<file path="config.mk">
export PLATFORM = sky130hd
export DESIGN_NAME = modular_inverse_gcd
export DESIGN_NICKNAME = d
export VERILOG_FILES = /design/src/hdl/mig_pkg.sv /design/src/hdl/modular_inverse_gcd.sv /design/src/hdl/mig_core.sv
export SDC_FILE = /design/constraint.sdc
export NUM_CORES = 2
export LEC_CHECK = 0
export BUFFER_PORTS_ARGS = -buffer_cell sky130_fd_sc_hd__buf_2
export CORE_ASPECT_RATIO = 0.7
export CORE_MARGIN = 2
export CORE_UTILIZATION = 50
export CTS_CLUSTER_SIZE = 30
export DETAILED_ROUTE_END_ITERATION = 8
export PLACE_DENSITY = 0.79
export SETUP_SLACK_MARGIN = 0.2
export SLEW_MARGIN = 10
export SYNTH_ARGS = -nofsm -noshare
export SYNTH_HDL_FRONTEND = slang
export SYNTH_SLANG_ARGS = --single-unit
</file>
<file path="constraint.sdc">
create_clock -name clk -period 11.1 [get_ports clk]
set_input_delay 2.775 -clock clk [delete_from_list [all_inputs] [get_ports clk]]
set_output_delay 2.775 -clock clk [all_outputs]
set_load 0.01 [all_outputs]
</file>
<file path="src/hdl/mig_pkg.sv">
// Package for the modular inverse block: default word width, sequencer
// states and the status group passed from the core to the top level.
// Used by mig_core.sv and modular_inverse_gcd.sv; depends on nothing.
package mig_pkg;

	localparam int WORD_BITS_DEF = 64;
	localparam int FIELD_BITS    = 64;

	typedef enum logic [2:0] {
		C_IDLE,
		C_ALIGN,
		C_SUB,
		C_FIX,
		C_DONE
	} core_state_t;

	typedef struct packed {
		logic ready;
		logic done;
	} core_status_t;

endpackage

</file>
<file path="src/hdl/modular_inverse_gcd.sv">
// Top level of the extended Euclid modular inverse block.
// Depends on mig_pkg and instantiates mig_core.
//
// Usage: a word on the slave stream carries value in tdata[63:0] and modulus
// in tdata[127:64]. The block runs the extended Euclidean algorithm and sends
// one word on the master stream: cofactor in tdata[63:0], gcd in tdata[127:64]
// and order_error in tuser. When gcd is 1 the cofactor is the modular inverse.
// A modulus not above the value sets order_error with zero data fields.
// Only the low WORD_BITS bits of each input field are used.
// Each Euclid step runs the shift-subtract unit: it first shifts the divisor
// into alignment, then forms the quotient bit by bit. After the last step the
// core passes through C_FIX and C_DONE and m_axis_tvalid is set from the output
// register; a zero value goes straight to C_FIX and an order error straight to
// C_DONE. The next word is accepted in the cycle after the result leaves
// the core. One word is processed at a time; s_axis_tready is high only while idle.
// The result sits in an output register, so a new word is accepted while it
// waits; a stalled receiver holds the next result inside the core.
// Reset clears all handshake state; no word is pending after reset.
module modular_inverse_gcd #(
	parameter int WORD_BITS = mig_pkg::WORD_BITS_DEF
) (
	input  logic                           clk,
	input  logic                           arst_n,
	input  logic                           s_axis_tvalid,
	output logic                           s_axis_tready,
	input  logic [2*mig_pkg::FIELD_BITS-1:0] s_axis_tdata,  // value, modulus
	output logic                           m_axis_tvalid,
	input  logic                           m_axis_tready,
	output logic [2*mig_pkg::FIELD_BITS-1:0] m_axis_tdata,  // cofactor, gcd
	output logic                           m_axis_tuser   // order_error
);

	localparam int FB = mig_pkg::FIELD_BITS;

	mig_pkg::core_status_t status;

	logic [WORD_BITS-1:0] core_cof;
	logic [WORD_BITS-1:0] core_gcd;
	logic                 core_err;
	logic                 start;
	logic                 take;

	logic                 m_valid_q;
	logic [2*FB-1:0]      m_data_q;
	logic                 m_user_q;

	assign start = s_axis_tvalid && status.ready;
	assign take  = status.done && (!m_valid_q || m_axis_tready);

	mig_core #(
		.WORD_BITS(WORD_BITS)
	) u_core (
		.clk        (clk),
		.arst_n     (arst_n),
		.start      (start),
		.ack        (take),
		.value      (s_axis_tdata[WORD_BITS-1:0]),
		.modulus    (s_axis_tdata[FB+WORD_BITS-1:FB]),
		.status     (status),
		.cofactor   (core_cof),
		.gcd        (core_gcd),
		.order_error(core_err)
	);

	always_ff @(posedge clk or negedge arst_n) begin
		if (!arst_n)
			m_valid_q <= 1'b0;
		else if (take)
			m_valid_q <= 1'b1;
		else if (m_axis_tready)
			m_valid_q <= 1'b0;
	end

	always_ff @(posedge clk) begin
		if (take) begin
			m_data_q <= {FB'(core_gcd), FB'(core_cof)};
			m_user_q <= core_err;
		end
	end

	assign s_axis_tready = status.ready;
	assign m_axis_tvalid = m_valid_q;
	assign m_axis_tdata  = m_data_q;
	assign m_axis_tuser  = m_user_q;

endmodule

</file>
<file path="src/hdl/mig_core.sv">
// Iterative extended Euclid core built around one shift-subtract unit.
// Depends on mig_pkg for its state type and status struct.
// Each quotient is formed bit by bit while the cofactor is updated alongside.
module mig_core #(
	parameter int WORD_BITS = mig_pkg::WORD_BITS_DEF
) (
	input  logic                  clk,
	input  logic                  arst_n,
	input  logic                  start,
	input  logic                  ack,
	input  logic [WORD_BITS-1:0]  value,
	input  logic [WORD_BITS-1:0]  modulus,
	output mig_pkg::core_status_t status,
	output logic [WORD_BITS-1:0]  cofactor,
	output logic [WORD_BITS-1:0]  gcd,
	output logic                  order_error
);

	localparam int W  = WORD_BITS;
	localparam int KW = $clog2(W);

	mig_pkg::core_state_t state_q, state_next;

	logic [W-1:0]   rem_q;
	logic [W-1:0]   s_q;
	logic [W-1:0]   b_q;
	logic [W-1:0]   sb_q;
	logic [W-1:0]   d_q;
	logic [2*W-1:0] sd_q;
	logic [KW-1:0]  k_q;
	logic [W-1:0]   mod_q;
	logic [W-1:0]   cof_q;
	logic [W-1:0]   gcd_q;
	logic           err_q;

	logic           can_shift;
	logic           ge;
	logic [W-1:0]   rem_n;
	logic [W-1:0]   s_n;
	logic           bad_order;

	assign can_shift = !d_q[W-1] && ({d_q[W-2:0], 1'b0} <= rem_q);
	assign ge        = rem_q >= d_q;
	assign rem_n     = ge ? (rem_q - d_q) : rem_q;
	assign s_n       = ge ? (s_q - sd_q[W-1:0]) : s_q;
	assign bad_order = modulus <= value;

	always_comb begin
		state_next = state_q;
		case (state_q)
			mig_pkg::C_IDLE: begin
				if (start) begin
					if (bad_order || value == '0)
						state_next = bad_order ? mig_pkg::C_DONE : mig_pkg::C_FIX;
					else
						state_next = mig_pkg::C_ALIGN;
				end
			end
			mig_pkg::C_ALIGN: begin
				if (!can_shift)
					state_next = mig_pkg::C_SUB;
			end
			mig_pkg::C_SUB: begin
				if (k_q == '0)
					state_next = (rem_n == '0) ? mig_pkg::C_FIX : mig_pkg::C_ALIGN;
			end
			mig_pkg::C_FIX: state_next = mig_pkg::C_DONE;
			mig_pkg::C_DONE: begin
				if (ack)
					state_next = mig_pkg::C_IDLE;
			end
			default: state_next = mig_pkg::C_IDLE;
		endcase
	end

	always_comb begin
		status.ready = (state_q == mig_pkg::C_IDLE);
		status.done  = (state_q == mig_pkg::C_DONE);
	end

	always_ff @(posedge clk or negedge arst_n) begin
		if (!arst_n)
			state_q <= mig_pkg::C_IDLE;
		else
			state_q <= state_next;
	end

	always_ff @(posedge clk) begin
		case (state_q)
			mig_pkg::C_IDLE: begin
				if (start) begin
					mod_q <= modulus;
					rem_q <= modulus;
					s_q   <= '0;
					b_q   <= value;
					sb_q  <= W'(1);
					d_q   <= value;
					sd_q  <= (2*W)'(1);
					k_q   <= '0;
					err_q <= bad_order;
					cof_q <= '0;
					gcd_q <= '0;
				end
			end
			mig_pkg::C_ALIGN: begin
				if (can_shift) begin
					d_q  <= {d_q[W-2:0], 1'b0};
					sd_q <= {sd_q[2*W-2:0], 1'b0};
					k_q  <= k_q + 1'b1;
				end
			end
			mig_pkg::C_SUB: begin
				if (k_q == '0) begin
					// Quotient finished: rotate the remainder sequence.
					rem_q <= b_q;
					s_q   <= sb_q;
					b_q   <= rem_n;
					sb_q  <= s_n;
					d_q   <= rem_n;
					sd_q  <= {{W{1'b0}}, s_n};
				end else begin
					rem_q <= rem_n;
					s_q   <= s_n;
					d_q   <= {1'b0, d_q[W-1:1]};
					sd_q  <= {1'b0, sd_q[2*W-1:1]};
					k_q   <= k_q - 1'b1;
				end
			end
			mig_pkg::C_FIX: begin
				// A negative cofactor is brought back into the modulus range.
				cof_q <= s_q[W-1] ? (s_q + mod_q) : s_q;
				gcd_q <= rem_q;
			end
			default: begin
			end
		endcase
	end

	assign cofactor    = cof_q;
	assign gcd         = gcd_q;
	assign order_error = err_q;

endmodule
</file>
* After elaboration in Yosys (flattened, before gate mapping)
Cells that the tools add are included.
** Word-level totals
- Register bits after elaboration :: 780
- Bits of input ports :: 132
- Word-level logic and storage cells :: 93
** Cells by class
- $add $sub $neg :: 5
- $lt $le $gt $ge :: 3
- Equal/unequal tests :: 10
- Multiplexer cells :: 38
- Reductions and logical operators :: 22
** Operators by type and width (number)
- $mux W64 :: 13
- $pmux W64 S2 :: 6
- $pmux W128 S3 :: 1
- $mux W128 :: 2
- $pmux W64 S3 :: 1
- $le A64 B64 Y1 :: 2
- $logic_not A64 Y1 :: 2
- $sub A64 B64 Y64 :: 2
- $mux W127 :: 1
- $add A64 B64 Y64 :: 1
- $ge A64 B64 Y1 :: 1
- $mux W3 :: 6
- $mux W6 :: 3
- $pmux W6 S3 :: 1
- $pmux W3 S5 :: 1
- $ne A2 B1 Y1 const B :: 4
- $reduce_and A4 Y1 :: 2
- $add A6 B1 Y6 const B :: 1
- $eq A3 B2 Y1 const B :: 2
- $logic_not A6 Y1 :: 1
- $reduce_and A2 Y1 :: 3
- $reduce_and A3 Y1 :: 2
- $reduce_bool A2 Y1 :: 3
- $sub A6 B1 Y6 const B :: 1
- other kinds (10) :: 16

* Longest topological paths before layout
- Depth in word-level cells :: 6
- Depth in mapped cells :: 18
- Mapped depth without buffers :: 17

* Modules after synthesis
Synthesis repeated with hierarchy kept, for this count alone.
** Second synthesis, totals
- Cell total of the unflattened synthesis :: 4937
- Area, all modules :: 48487.8 sq um
** Modules (own cells, without submodules)
- mig_core :: times used 1, cells an instance 4803, area an instance 44564.0 sq um
- modular_inverse_gcd :: times used 1, cells an instance 134, area an instance 3923.8 sq um

* Least setup slack after synthesis
Ideal clock, no wire load.
- Kind :: input-to-reg
- Start :: in s_axis_tvalid
- End :: reg u_core.d_q[0] (enable)
- Arrival :: 7199 ps
- Data required time :: 9093 ps
- Setup slack :: 1894 ps
- Cell stages on the path :: 2
- Buffers on the path :: 0
- Cell sequence :: nand2_1 -> nand3_1
** Between the ends
- Cells in the longest elaborated chain, start to end :: 3
** RTL lines
- start: declaration :: line modular_inverse_gcd.sv:24 : input logic s_axis_tvalid,
- $logic_and A1 B1 Y1 :: line modular_inverse_gcd.sv:47 : assign start = s_axis_tvalid && status.ready;
- $ne A2 B1 Y1 (no source line)
- $reduce_and A3 Y1 (no source line)
- end signal: assignment :: line mig_core.sv:97 : d_q <= value;
- end signal: assignment :: line mig_core.sv:107 : d_q <= {d_q[W-2:0], 1'b0};
- end signal: assignment :: line mig_core.sv:119 : d_q <= rem_n;
- end: declaration :: line mig_core.sv:28 : logic [W-1:0] d_q;
Every way passes these cells.
A chain may end at the register's enable or synchronous reset.

* Worst setup path after layout
- Start :: reg u_core.rem_q[0]
- End :: reg u_core.state_q[1]
** Between the ends
- Cells in the longest elaborated chain, start to end :: 6
** RTL lines
- start: declaration :: line mig_core.sv:24 : logic [W-1:0] rem_q;
- start signal: assignment :: line mig_core.sv:93 : rem_q <= modulus;
- start signal: assignment :: line mig_core.sv:115 : rem_q <= b_q;
- start signal: assignment :: line mig_core.sv:122 : rem_q <= rem_n;
- $sub A64 B64 Y64 / $ge A64 B64 Y1 (equally long branches) :: line mig_core.sv:44, mig_core.sv:43
- $mux W64 :: line mig_core.sv:44 : assign rem_n = ge ? (rem_q - d_q) : rem_q;
- $logic_not A64 Y1 :: line mig_core.sv:65 : state_next = (rem_n == '0) ? mig_pkg::C_FIX : mig_pkg::C_ALIGN;
- $mux W2 :: line mig_core.sv:65
- $mux W3 :: line mig_core.sv:64 : if (k_q == '0)
- $pmux W3 S5 :: line mig_core.sv:50 : case (state_q)
- end signal: assignment :: line mig_core.sv:83 : state_q <= mig_pkg::C_IDLE;
- end signal: assignment :: line mig_core.sv:85 : state_q <= state_next;
- end: declaration :: line mig_core.sv:22 : mig_pkg::core_state_t state_q, state_next;
Parallel ways exist; a longest one is shown, timed or not. The select of a mux whose other input is x is not followed.

==> flow_summary.toml <==
[status]
status = "finished clean"

[clock_tree]
cts_tree = "yes"
clk_latency_ns = 0.69
clockRootBuffer = "clkbuf_16"
cts.sinks = 780
cts_hold_buf = 0
ctsResizeCount = 0
clkTransAtPathRegs_ns = 0.08
clk_path_buf_depth = 3
cts_buffers = 78
post_cts_buffers = 0
htreeDepth = 3

[global_route]
grt_usage = 0.307
grt_max_degree = 195
grt_overflow = 0
antenna_found_initial = 18
grt_pass1_vias = 36000
grt_pass1_wl_mm = 226

[route]
routed_via_density = 6.33
ant_nets = 0
post_drt_wl_per_cell_um = 24.5
drt-total-wl_mm = 151
drt-initial-drc-count = 5815
drc = 0
first_pass_iters = 6
vias = 39100

[yosys]
synth_area_mm2 = 0.0473
synth_most_common_cell = "edfxtp_1"
yosys.area.top_type = "edfxtp_1"
syn_avg_cell_area_um2 = 10.0
synth_warnings = 0
ys_seq_area_frac = 0.495
ys_ff_latch = 780
synth_top_cells_by_area = "edfxtp_1 (49%), ha_1 (8.5%), a21oi_1 (4.3%)"
synth.distinct_cells = 79
synth_ff_type = "edfxtp_1"
synth.net_count = 5183
async_flop_share = 0.00513
synth_edf_count = 776
synth_top_area_frac = 0.493
synth_common_cells = "edfxtp_1 (776), nor2_1 (524), a21oi_1 (407), nand2_1 (396), o21ai_0 (392)"
netlist_instances = 4726

[worst_setup_path]
crit_path_start_kind = "flop"
crit_chain = "inv_1 -> ha_1 -> fa_1 -> nand2b_1 -> a211oi_1 -> o311a_1 -> nor4_2 -> o21ai_1 -> a21o_1 -> and2_4 -> buf_4 -> mux2i_1 -> and4_1 -> o2111ai_1 -> nor4_1 -> nand4_1 -> o31ai_2"
cp_data_arrival_time_ns = 7.19
slowest_stage = "and2_4"
slowest_delay_ns = 0.80
critPathKind = "reg -> reg"
crit_fanout = 46
rr_worst_depth = 17
crit_buf_inv = 2
cp_num_cells = 17
required_ns = 11.70
setup.worst_path.end_class = "flop"
path_delay_family = "simple AND/OR/NAND/NOR gates"

[sta]
worstMarginPinSlew_ns = 1.32
fmax_mhz = 152
slew_viol_final = 0
setup_tns_ns = 0
skew_ns = 0.0311
timing.final.crit_period_ns = 6.59
setup-violations-final = 0
hold_viol = 0
rsz0062_at_grt = "no"
min_period_over_period = 0.594
slew_headroom = 0.109

[cells_and_area]
fillerInstances = 8143
layout.nets = 5317
final_layout_size_suffix_gt1_frac = 0.0925
synthToLayoutAreaGrowth_pct = 10.7

[run]
max_cap_violations = 0

[die]
ioPinCount = 263
initial_core_util = 0.504
rows = 94
die_w_um = 372
core_mm2 = 0.0939
die_h_um = 261
die_area_mm2 = 0.0971

[worst_hold_path]
hold_path_depth = 0
min_path_type = "reg -> reg"

[placement]
gp_congestion = 1.02
port_buffers = 262
dp_hpwl_mm = 109
==> layout make-up <==
class,instances,area (um^2),share of cell area
inverter,310,1160,0.0222
antenna,10,25.0,0.000478
timing repair buffer,294,1560,0.0299
sequential,780,23400,0.447
clock inverter,44,611,0.0117
clock buffer,96,2100,0.0402
multi-input combinational,3396,21900,0.419
tap,1248,1560,0.0298
==> final timing paths <==
kind                                         startpoint                             to  slack, ns
max                           u_core.rem_q[0]$_DFFE_PP_  u_core.state_q[1]$_DFFE_PN0P_       4.51
min                        u_core.gcd[49]$_SDFFCE_PN0P_    m_axis_tdata[113]$_DFFE_PP_       0.40
max reg2reg                   u_core.rem_q[0]$_DFFE_PP_  u_core.state_q[1]$_DFFE_PN0P_       4.51
min reg2reg                u_core.gcd[49]$_SDFFCE_PN0P_    m_axis_tdata[113]$_DFFE_PP_       0.40
max in group asynchronous                        arst_n  u_core.state_q[2]$_DFFE_PN0P_       8.95
min in group asynchronous                        arst_n  u_core.state_q[1]$_DFFE_PN0P_       1.95
==> layer usage <==
metal	part of all wire	track usage	vias up	wire length [um]
met5	0.00071	0	-	108
met4	0.031	0.0934	18	4610
met3	0.14	0.0985	277	21800
met2	0.40	0.421	2532	60200
met1	0.43	0.458	18700	64400
li1	-	-	17600	-
==> stage by stage <==
stage	instance area [um^2]	hold WS, ns	utilization	std cells	setup WS [ns]
global placement	49600	0.401	0.529	6028	5.00
CTS	52300	0.401	0.558	6168	4.78
floorplan	47300	0.400	-	4726	1.89
finish	52400	0.401	0.558	6178	4.51
global route	52300	0.423	0.558	6169	4.43
detailed placement	49600	0.405	0.529	6028	4.84
==> registers in the layout, indices dropped and copies added, names as in the netlist, 3 cells and up <==
register,cells
u_core.b_q,64
u_core.gcd,64
u_core.s_q,64
u_core.state_q,3
u_core.mod_q,64
u_core.cofactor,64
u_core.sd_q,128
u_core.d_q,64
m_axis_tdata,128
u_core.k_q,6
u_core.sb_q,64
u_core.rem_q,64
==> cells by family (layout without fill, tap and decap cells) <==
family,Yosys count,after routing,synth area share
buffers and inverters,550,744,0.0440
DFF,780,780,0.495
xor gates and xnor gates,177,177,0.0328
adders and majority gates,325,325,0.0866
AOI/OAI and AO/OA,1432,1432,0.188
and+or+nand+nor,1329,1329,0.125
other,0,10,0
muxes,133,133,0.0282
==> cell usage in the layout (no fill, tap or decap), drive strengths merged, types with 55 or more instances in the layout <==
cell,instances
a21oi,408
xor2,74
nand2,396
inv,314
a21o,182
ha,321
edfxtp,776
a22oi,55
o21ai,412
mux2i,129
a22o,68
nand3,63
buf,294
nand4,68
nor2,524
xnor2,103
clkbuf,96
==> worst reg2reg max path, delay by kind of cell (launching register included) <==
family	cells	cell delay (ns)
adders and majority gates	2	0.62
buffers and inverters	2	0.74
and+or+nand+nor	6	1.96
DFF	1	0.40
muxes	1	0.84
AOI/OAI and AO/OA	6	1.94
Power is left out: the tool's default activity adds up to more than one toggle a clock period on the data nets, which glitch-free logic cannot reach.
